## config.mk

```make
export PLATFORM = sky130hd
export DESIGN_NAME = ska_ctrl
export DESIGN_NICKNAME = d
export VERILOG_FILES = /design/src/rtl/core/ska_pkg.sv /design/src/rtl/core/ska_ctrl.sv
export SDC_FILE = /design/constraint.sdc
export NUM_CORES = 1
export LEC_CHECK = 0
export ABC_AREA = 1
export CAP_MARGIN = 20
export CORE_MARGIN = 1
export CORE_UTILIZATION = 36
export DETAILED_ROUTE_END_ITERATION = 12
export DONT_BUFFER_PORTS = 1
export PLACE_DENSITY_LB_ADDON = 0.1
export SKIP_CTS_REPAIR_TIMING = 1
export SYNTH_ARGS = -nofsm -noshare
export SYNTH_HDL_FRONTEND = slang
export SYNTH_SLANG_ARGS = --single-unit
```

## constraint.sdc

```tcl
create_clock -name clk -period 2 [get_ports clk]
set_input_delay 0.2 -clock clk [delete_from_list [all_inputs] [get_ports clk]]
set_output_delay 0.2 -clock clk [all_outputs]
set_load 0.1 [all_outputs]
```

## src/rtl/core/ska_pkg.sv

```systemverilog
// Shared types and constants of the skyline atlas allocator.
package ska_pkg;

	localparam int PAGES_DEF   = 4;
	localparam int COLUMNS_DEF = 256;
	localparam int ROWS_DEF    = 256;

	// column and height arithmetic width; covers every legal geometry plus the border
	localparam int XW = 12;

	typedef enum logic [1:0] {
		CMD_ALLOC  = 2'd0,
		CMD_UPLOAD = 2'd1,
		CMD_CLEAR  = 2'd2
	} cmd_code_t;

	typedef enum logic [3:0] {
		OP_NONE,
		OP_LOAD,
		OP_PAGE_INIT,
		OP_WIN_INIT,
		OP_EVAL,
		OP_NEXT_PAGE,
		OP_WR_INIT,
		OP_WR,
		OP_CLR_INIT,
		OP_CLR
	} dp_op_t;

	typedef enum logic [2:0] {
		RES_NONE,
		RES_ZERO,
		RES_OK,
		RES_UPLOAD,
		RES_CLEAR
	} res_op_t;

	typedef struct packed {
		dp_op_t  op;
		res_op_t res;
	} ctrl_t;

	typedef struct packed {
		logic width_bad;
		logic page_bad;
		logic eval_stop;
		logic page_end;
		logic fits;
		logic last_page;
		logic wr_last;
		logic clr_last;
	} status_t;

endpackage

```

## src/rtl/core/ska_ctrl.sv

```systemverilog
// Sequencer of the allocator: clearing sweep, skyline scan, raise and handshakes.
module ska_ctrl (
	input  logic              clk,
	input  logic              arst_n,
	input  logic              in_valid,
	output logic              in_ready,
	input  logic [1:0]        command,
	output logic              out_valid,
	input  logic              out_ready,
	input  ska_pkg::status_t  st,
	output ska_pkg::ctrl_t    ctrl
);
	import ska_pkg::*;

	typedef enum logic [3:0] {
		S_INIT, S_IDLE, S_CLR, S_PAGE, S_WIN, S_RD, S_EV, S_FIT, S_WR
	} state_t;

	state_t state_q, state_n;
	logic   out_valid_q;

	assign out_valid = out_valid_q;
	assign in_ready  = (state_q == S_IDLE) && (!out_valid_q || out_ready);

	always_comb begin
		state_n   = state_q;
		ctrl.op   = OP_NONE;
		ctrl.res  = RES_NONE;
		unique case (state_q)
			S_INIT: begin
				ctrl.op = OP_CLR;
				if (st.clr_last)
					state_n = S_IDLE;
			end
			S_IDLE: begin
				if (in_valid && in_ready) begin
					unique case (command)
						CMD_ALLOC: begin
							ctrl.op = OP_LOAD;
							state_n = S_PAGE;
						end
						CMD_UPLOAD: ctrl.res = RES_UPLOAD;
						CMD_CLEAR: begin
							ctrl.op = OP_CLR_INIT;
							state_n = S_CLR;
						end
						default: ctrl.res = RES_ZERO;
					endcase
				end
			end
			S_CLR: begin
				ctrl.op = OP_CLR;
				if (st.clr_last) begin
					ctrl.res = RES_CLEAR;
					state_n  = S_IDLE;
				end
			end
			S_PAGE: begin
				if (st.width_bad || st.page_bad) begin
					ctrl.res = RES_ZERO;
					state_n  = S_IDLE;
				end else begin
					ctrl.op = OP_PAGE_INIT;
					state_n = S_WIN;
				end
			end
			S_WIN: begin
				ctrl.op = OP_WIN_INIT;
				state_n = S_RD;
			end
			S_RD: state_n = S_EV;
			S_EV: begin
				ctrl.op = OP_EVAL;
				if (st.eval_stop)
					state_n = st.page_end ? S_FIT : S_WIN;
				else
					state_n = S_RD;
			end
			S_FIT: begin
				if (st.fits) begin
					ctrl.op = OP_WR_INIT;
					state_n = S_WR;
				end else if (st.last_page) begin
					ctrl.res = RES_ZERO;
					state_n  = S_IDLE;
				end else begin
					ctrl.op = OP_NEXT_PAGE;
					state_n = S_PAGE;
				end
			end
			S_WR: begin
				ctrl.op = OP_WR;
				if (st.wr_last) begin
					ctrl.res = RES_OK;
					state_n  = S_IDLE;
				end
			end
			default: state_n = S_IDLE;
		endcase
	end

	always_ff @(posedge clk or negedge arst_n) begin
		if (!arst_n) begin
			state_q     <= S_INIT;
			out_valid_q <= 1'b0;
		end else begin
			state_q <= state_n;
			if (ctrl.res != RES_NONE)
				out_valid_q <= 1'b1;
			else if (out_ready)
				out_valid_q <= 1'b0;
		end
	end

	a_ready_out_free: assert property (@(posedge clk) disable iff (!arst_n)
		in_ready |-> (!out_valid_q || out_ready))
		else $error("request taken while result slot busy");

	a_result_idle: assert property (@(posedge clk) disable iff (!arst_n)
		(ctrl.res != RES_NONE) |=> (state_q == S_IDLE) && out_valid_q)
		else $error("result issued without returning to idle");

	a_init_blocks: assert property (@(posedge clk) disable iff (!arst_n)
		(state_q == S_INIT || state_q == S_CLR) |-> !in_ready)
		else $error("request taken during clearing sweep");

endmodule

```

# --- Word level (Yosys, flattened, before mapping) ---
# Index checks and enable logic that the tools add are counted.
totals:
  word_cells: 53
  register_bits: 5
  out_inout_bits: 9
  inputBits: 14
classes:
  eq_ne: 14
  n_reduce_logical: 12
  n_mux: 25
op_table:
  columns: ["cell", "n"]
  rows:
  - ["one-hot mux 4 bit (8 select lines)", 1]
  - ["one-hot mux 4 bit (7 select lines)", 1]
  - ["== test 4 x 3 -> 1 bit, second input constant", 4]
  - ["2-to-1 mux 4 bit", 4]
  - ["one-hot mux 4 bit (2 select lines)", 2]
  - ["one-hot mux 3 bit (5 select lines)", 1]
  - ["2-to-1 mux 3 bit", 4]
  - ["2-to-1 mux 2 bit", 5]
  - ["== test 4 x 2 -> 1 bit, second input constant", 2]
  - ["2-to-1 mux 7 bit", 1]
  - ["2-to-1 mux 1 bit", 5]
  - ["== test 4 x 1 -> 1 bit, second input constant", 1]
  - ["== test 4 bit, second input constant", 1]
  - ["zero test 4 bit", 1]
  - ["!= test 2 x 1 -> 1 bit, second input constant", 2]
  - ["one-hot mux 2 bit (2 select lines)", 1]
  - ["AND reduction 4 bit", 1]
  - ["OR reduction 2 bit", 2]
  - ["!= test 3 x 1 -> 1 bit, second input constant", 1]
  - ["nonzero test 3 bit", 1]
  - ["== test 2 x 1 -> 1 bit, second input constant", 1]
  - ["== test 2 bit, second input constant", 1]
  - ["logical AND 1 bit", 2]
  - ["zero test 2 bit", 1]
  - ["4 further kinds", 5]

# --- Depth between registers and ports, before layout ---
# Gate-level depths: netlist (run 1).
depth:
  depth_word: 8
  ltp_mapped: 9
  ltp_nobuf: 9

# --- Least setup slack after synthesis (run 1) ---
# OpenSTA, ideal clock, no wires.
synth_path:
  kind: "reg2out"
  start: "register out_valid_q, in the netlist out_valid"
  end: "output port ctrl[3] (netlist bit)"
  path_buffers: 0
  arrival_ps: 3074
  required_time_ps: 1800
  path_stages_with_launch: 6
  setup_slack_ps: -1274
  cell_sequence: "dfrtp_1 > inv_1 > nor2_1 > nor2_4 > nand2_2 > o21bai_1"
synth_rtl:
  columns: ["element", "line", "source"]
  rows:
  - ["start, declared", "ska_ctrl.sv:20", "logic out_valid_q;"]
  - ["start signal, assigned", "ska_ctrl.sv:105", "out_valid_q <= 1'b0;"]
  - ["start signal, assigned", "ska_ctrl.sv:109", "out_valid_q <= 1'b1;"]
  - ["start signal, assigned", "ska_ctrl.sv:111", "out_valid_q <= 1'b0;"]
  - ["end, declared", "ska_ctrl.sv:11", "output ska_pkg::ctrl_t ctrl"]

==> results.json, run 1 <==
{
  "synth_enable_flop_cells": 0,
  "finalSetupViolCount": 0,
  "ios": 23,
  "seq_area_frac_synth_pct": 22.03,
  "pre_cts_ws_ps": 376.7,
  "rsz0062_at_grt": "false",
  "nFillCells": 147,
  "clkLatencyLatePin_ps": 240,
  "via_count_of_the_first_global_routing_pass": 652,
  "drt_iter0_drc": 19,
  "worst_slew_margin_pct": 79.62,
  "wire_per_inst_um": 10.55,
  "worst_path_largest_cell_delay_ps": 440,
  "drt_pre_antenna_iters": 4,
  "synthesis.area_um2": 568.0,
  "yosysWarnings": 0,
  "cts_inserted_buffers": 3,
  "cts_sinks": 5,
  "fin_setup_tns_ps": 0,
  "holdCritPathClass": "primary input to flop",
  "ctsRootBufferMaster": "sky130_fd_sc_hd__clkbuf_4",
  "die_w_um": 41.72,
  "finish.utilization_pct": 56.38,
  "grt_start_max_net_pins": 7,
  "postRouteAntennaNets": 0,
  "synth.mux.area_fraction_pct": 0,
  "port_buffers": 0,
  "coreArea_mm2": 0.001383,
  "die_outline_area_mm2": 0.001741,
  "die_h_um": 41.72,
  "adder_cell_fraction_of_synth_area_pct": 0,
  "post_synth.cell_area_avg_um2": 5.309,
  "fin_hold_ws_ps": 110.1,
  "globalRouteTotalUtil_pct": 18.26,
  "worst_path_most_repeated_cell": "sky130_fd_sc_hd__nor2_4",
  "cell_types_with_the_highest_counts_after_synthesis": "sky130_fd_sc_hd__nand2_1, sky130_fd_sc_hd__inv_1, sky130_fd_sc_hd__nor2_1, sky130_fd_sc_hd__nand3_1, sky130_fd_sc_hd__dfrtp_1",
  "effective_utilization_at_floorplan_pct": 41.09,
  "async_reset_ff_share_pct": 100.0,
  "most_repeated_cell_in_the_gate_level_netlist_after_synthesis": "sky130_fd_sc_hd__nand2_1",
  "fraction_of_the_mapped_netlist_area_in_simple_logic_gates_pct": 54.63,
  "synth-compound-area-share_pct": 7.489,
  "fmaxAchievable_mhz": 530.1,
  "mappedNetlistNets": 121,
  "netlist.area_leader.share_pct": 22.03,
  "grt_pass1_wl_um": 2470,
  "ys_ff_latch": 5,
  "netlist_top_cells_area": "sky130_fd_sc_hd__dfrtp_1, sky130_fd_sc_hd__nand2_1, sky130_fd_sc_hd__inv_1, sky130_fd_sc_hd__nor2_1, sky130_fd_sc_hd__nand3_1",
  "crit_family": "simple AND/OR/NAND/NOR gates",
  "setup.worst_path.class": "flop to output port",
  "post-route-period-util_pct": 94.32,
  "antennaDiodeCount": 0,
  "cp-start-kind": "flop",
  "seq_area_um2": 130.1,
  "synth_top_family_by_area": "simple AND/OR/NAND/NOR gates",
  "max_cap_viol_count": 0,
  "hold_path_startpoint": "st[3]",
  "synth_area_leader_cell": "sky130_fd_sc_hd__dfrtp_1",
  "startpoint": "state_q[3]",
  "count_of_final_max_slew_check_failures": 0,
  "critical_path_arrival_ps": 1690,
  "dpl.hpwl_um": 1245,
  "clock_tree.buffer_depth": 2,
  "final_period_minus_worst_setup_slack_ps": 1886,
  "critPathBufInv": 2,
  "post_drt_via_cell_ratio": 4.867,
  "post_synth_xor_area_fraction_pct": 0,
  "htreeDepth": 1,
  "startpoint_of_the_worst_slack_reg_to_reg_timing_path": "state_q[3]",
  "grt_overflow": 0,
  "routed_wl_um": 1424,
  "required_time_at_the_endpoint_of_the_critical_path_ps": 1800,
  "drive_gt1_share_pct": 24.17,
  "gate_count_of_the_mapped_netlist": 107,
  "timing.critical_path.slowest_stage_cell": "sky130_fd_sc_hd__dfrtp_1",
  "final_nets": 135,
  "fp-row-count": 13,
  "tightestPinTransition_ps": 305.4,
  "worstPathCellList": "nor2_4 > nand2_2 > nor2_4 > nand2_4 > nor2_1 > nor2_2 > clkinvlp_4 > buf_12",
  "multi_input_area_um2": 402.9,
  "cp-end-kind": "output port",
  "clkTransAtPathRegs_ps": 40,
  "clock-skew-final_ps": 2.919,
  "syn2layout_area_growth_pct": 37.22,
  "antenna_found_initial": 0,
  "drt_drc_violations_left": 0,
  "worstPathMaxFanout": 5,
  "globalplace.congestion": 0.9064,
  "timing.final.hold_violations": 0,
  "synth_top_flop_cell": "sky130_fd_sc_hd__dfrtp_1",
  "final.setup.worst_slack_ps": 113.6,
  "synth_cell_type_count": 14,
  "tritoncts": "built",
  "run_status": "finished, final reports clean",
  "count_of_vias_placed_by_the_detailed_router": 657
}
-- logic make-up (layout without fill, tap and decap cells) --
| logic type | after synthesis | after routing |
|---|---|---|
| AO/OA/AOI/OAI | 8 | 8 |
| flip-flops | 5 | 5 |
| buffers and inverters | 24 | 37 |
| AND/OR/NAND/NOR | 70 | 70 |
-- layout make-up --
type | count | area share (%)
Inverter | 24 | 12.04
Sequential cell | 5 | 16.69
Multi-Input combinational cell | 78 | 51.69
Clock buffer | 4 | 3.371
Timing Repair Buffer | 9 | 13.80
Tap cell | 15 | 2.408
-- routing by layer --
| layer | up-vias | GRT usage, % | wire length, um |
|---|---|---|---|
| li1 | 349 | - | - |
| met1 | 279 | 20.42 | 617 |
| met2 | 27 | 29.69 | 656 |
| met3 | 2 | 10.43 | 134 |
| met4 | 0 | 4.516 | 14 |
| met5 | - | 0 | 0 |
-- cell usage in the layout (no fill, tap or decap), drive strengths merged --
cell type and n:
o21ai 7, dlygate4sd3 1, nand3 9, o21bai 1
buf 8, clkbuf 4, clkinvlp 1, dfrtp 5
nand4 2, nand3b 1, nor2 23, nand2 35
inv 23
-- state kept, by name, indices dropped and copies added, names as in the netlist --
signal,flops
out_valid,1
state_q,4
-- metrics by stage --
step / area, um^2 / instances
2_1_floorplan: 613.1 / 107
5_1_grt: 779.5 / 135
3_5_place_dp: 729.5 / 130
6_report: 779.5 / 135
3_3_place_gp: 729.5 / 130
4_1_cts: 755.7 / 134
-- final timing paths --
kind | endpoint | slack [ps] | depth (start not counted)
max in group asynchronous | out_valid | 1550 | 1
min | state_q[3] | 110 | 2
min in group asynchronous | out_valid | 240 | 1
max reg2reg | out_valid | 480 | 7
max | ctrl[0] | 110 | 8
min reg2reg | state_q[1] | 640 | 2
Power of run 1 is not shown: default switching activity piles up to over one toggle a cycle in this logic, so the estimate is an artifact.
==> inputs of run 2 (changes only) <==
--- a/config.mk
+++ b/config.mk
@@ -7,9 +7,9 @@
 export LEC_CHECK = 0
 export ABC_AREA = 1
 export CAP_MARGIN = 20
-export CORE_MARGIN = 1
-export CORE_UTILIZATION = 36
+export CORE_AREA = 2 2 39 41
 export DETAILED_ROUTE_END_ITERATION = 12
+export DIE_AREA = 0 0 41 43
 export DONT_BUFFER_PORTS = 1
 export PLACE_DENSITY_LB_ADDON = 0.1
 export SKIP_CTS_REPAIR_TIMING = 1
==> run 2 against run 1 <==
Maximum frequency grew 0.39%. Design area shrank 1.3%. Final cell count grew 0.74%. Clock skew decreased by 1.8 ps. Sequential share of layout area increased by 0.055 points. Critical path depth unchanged. Flip-flop and latch count is the same. Via count increased by 0.61%. Die area grew 1.3%. Critical endpoint unchanged. Largest cell class unchanged.
==> results.json, run 2 (synthesis gave the netlist of run 1 again) <==
{
  "hold_path_startpoint": "st[3]",
  "timing.final.hold_violations": 0,
  "drive_gt1_share_pct": 23.33,
  "antenna_found_initial": 0,
  "run_status": "finished, final reports clean",
  "nFillCells": 139,
  "seq_area_um2": 128.9,
  "ios": 23,
  "count_of_final_max_slew_check_failures": 0,
  "crit_family": "simple AND/OR/NAND/NOR gates",
  "post_drt_via_cell_ratio": 4.860,
  "clock-skew-final_ps": 1.070,
  "antennaDiodeCount": 0,
  "grt_pass1_wl_um": 2201,
  "port_buffers": 0,
  "drt_pre_antenna_iters": 4,
  "setup.worst_path.class": "flop to output port",
  "ctsRootBufferMaster": "sky130_fd_sc_hd__clkbuf_4",
  "worst_slew_margin_pct": 79.54,
  "rsz0062_at_grt": "false",
  "clkTransAtPathRegs_ps": 40,
  "top_register": "state_q",
  "tritoncts": "built",
  "startpoint_of_the_worst_slack_reg_to_reg_timing_path": "state_q[3]",
  "pre_cts_ws_ps": 360.6,
  "instances_no_fill": 136,
  "clkLatencyLatePin_ps": 240,
  "required_time_at_the_endpoint_of_the_critical_path_ps": 1800,
  "routed_wl_um": 1361,
  "cp-end-kind": "output port",
  "min_path_cells": 2,
  "reg2reg_setup_slack_ps": 460,
  "worst_path_most_repeated_cell": "sky130_fd_sc_hd__nor2_2",
  "cp-start-kind": "flop",
  "multi_input_area_um2": 392.9,
  "critical_path_arrival_ps": 1680,
  "largest_register_ffs": 4,
  "grt_start_max_net_pins": 7,
  "effective_utilization_at_floorplan_pct": 41.05,
  "via_count_of_the_first_global_routing_pass": 566,
  "fmaxAchievable_mhz": 532.2,
  "drt_drc_violations_left": 0,
  "globalRouteTotalUtil_pct": 18.47,
  "tightestPinTransition_ps": 306.6,
  "postRouteAntennaNets": 0,
  "critPathBufInv": 2,
  "final_period_minus_worst_setup_slack_ps": 1879,
  "timing.hold.worst_endpoint": "state_q[3]",
  "clock_tree.buffer_depth": 2,
  "coreArea_mm2": 0.001384,
  "htreeDepth": 1,
  "cts_inserted_buffers": 3,
  "count_of_vias_placed_by_the_detailed_router": 661,
  "path_depth": 8,
  "fp-row-count": 14,
  "final_nets": 135,
  "finalSetupViolCount": 0,
  "ff2ff_path_depth": 7,
  "wire_per_inst_um": 10.01,
  "timing.critical_path.slowest_stage_cell": "sky130_fd_sc_hd__dfrtp_1",
  "drt_iter0_drc": 17,
  "syn2layout_area_growth_pct": 35.46,
  "worstPathCellList": "nor2_2 > nand2_2 > nor2_4 > nand2_4 > nor2_1 > nor2_2 > clkinvlp_4 > buf_12",
  "final.setup.worst_slack_ps": 121.0,
  "dpl.hpwl_um": 1226,
  "worstPathMaxFanout": 5,
  "grt_overflow": 0,
  "place_inst": 131,
  "final_common_cell": "sky130_fd_sc_hd__nand2_1",
  "die_outline_area_mm2": 0.001763,
  "die_h_um": 43,
  "max_cap_viol_count": 0,
  "post-route-period-util_pct": 93.95,
  "cts_sinks": 5,
  "end_of_the_worst_register_to_register_path": "out_valid",
  "final_cell_mix": "sky130_fd_sc_hd__nand2_1, sky130_fd_sc_hd__inv_1, sky130_fd_sc_hd__nor2_1",
  "die_w_um": 41,
  "globalplace.congestion": 0.9050,
  "worst_path_largest_cell_delay_ps": 420,
  "finish.utilization_pct": 55.61,
  "holdCritPathClass": "primary input to flop"
}
-- run 2: changes by cell type in the layout (fill, tap and decap cells not counted) --
cell                      delta
sky130_fd_sc_hd__dfrtp_1     +1
sky130_fd_sc_hd__dfrtp_2     -1
sky130_fd_sc_hd__nor2_2      +2
sky130_fd_sc_hd__nor2_4      -2
-- run 2: area by class of cell --
cell class                      count  share of cell area [%]
Clock buffer                        4                   3.415
Inverter                           24                   12.20
Multi-Input combinational cell     78                   51.06
Sequential cell                     5                   16.75
Tap cell                           16                   2.602
Timing Repair Buffer                9                   13.98
-- run 2: worst max-delay path by stage --
| stage | slack, ps | to | startpoint |
|---|---|---|---|
| 6_report | 120 | ctrl[0] | state_q[3] |
| 5_1_grt | 2 | ctrl[0] | state_q[3] |
| 4_1_cts | 90 | ctrl[0] | state_q[0] |
| 3_5_place_dp | 360 | ctrl[0] | state_q[0] |
| 3_3_place_gp | 370 | ctrl[0] | state_q[3] |
| 2_1_floorplan | -200 | ctrl[6] | out_valid |
-- run 2: per-stage QoR --
| stage | setup TNS (ps) | hold slack (ps) | cell area [um^2] |
|---|---|---|---|
| 2_1_floorplan | -496.5 | -95.59 | 613.1 |
| 3_3_place_gp | 0 | -95.49 | 730.7 |
| 3_5_place_dp | 0 | -95.50 | 730.7 |
| 4_1_cts | 0 | -355.3 | 757.0 |
| 5_1_grt | 0 | 119.8 | 769.5 |
| 6_report | 0 | 114.7 | 769.5 |
-- run 2: routing by layer --
layer	vias up	wire length, um	track usage [%]
met3	2	123	9.948
met4	0	15	2.000
met5	-	0	0
li1	346	-	-
met2	31	637	28.75
met1	282	584	22.55
Power of run 2 is left out for the same reason.
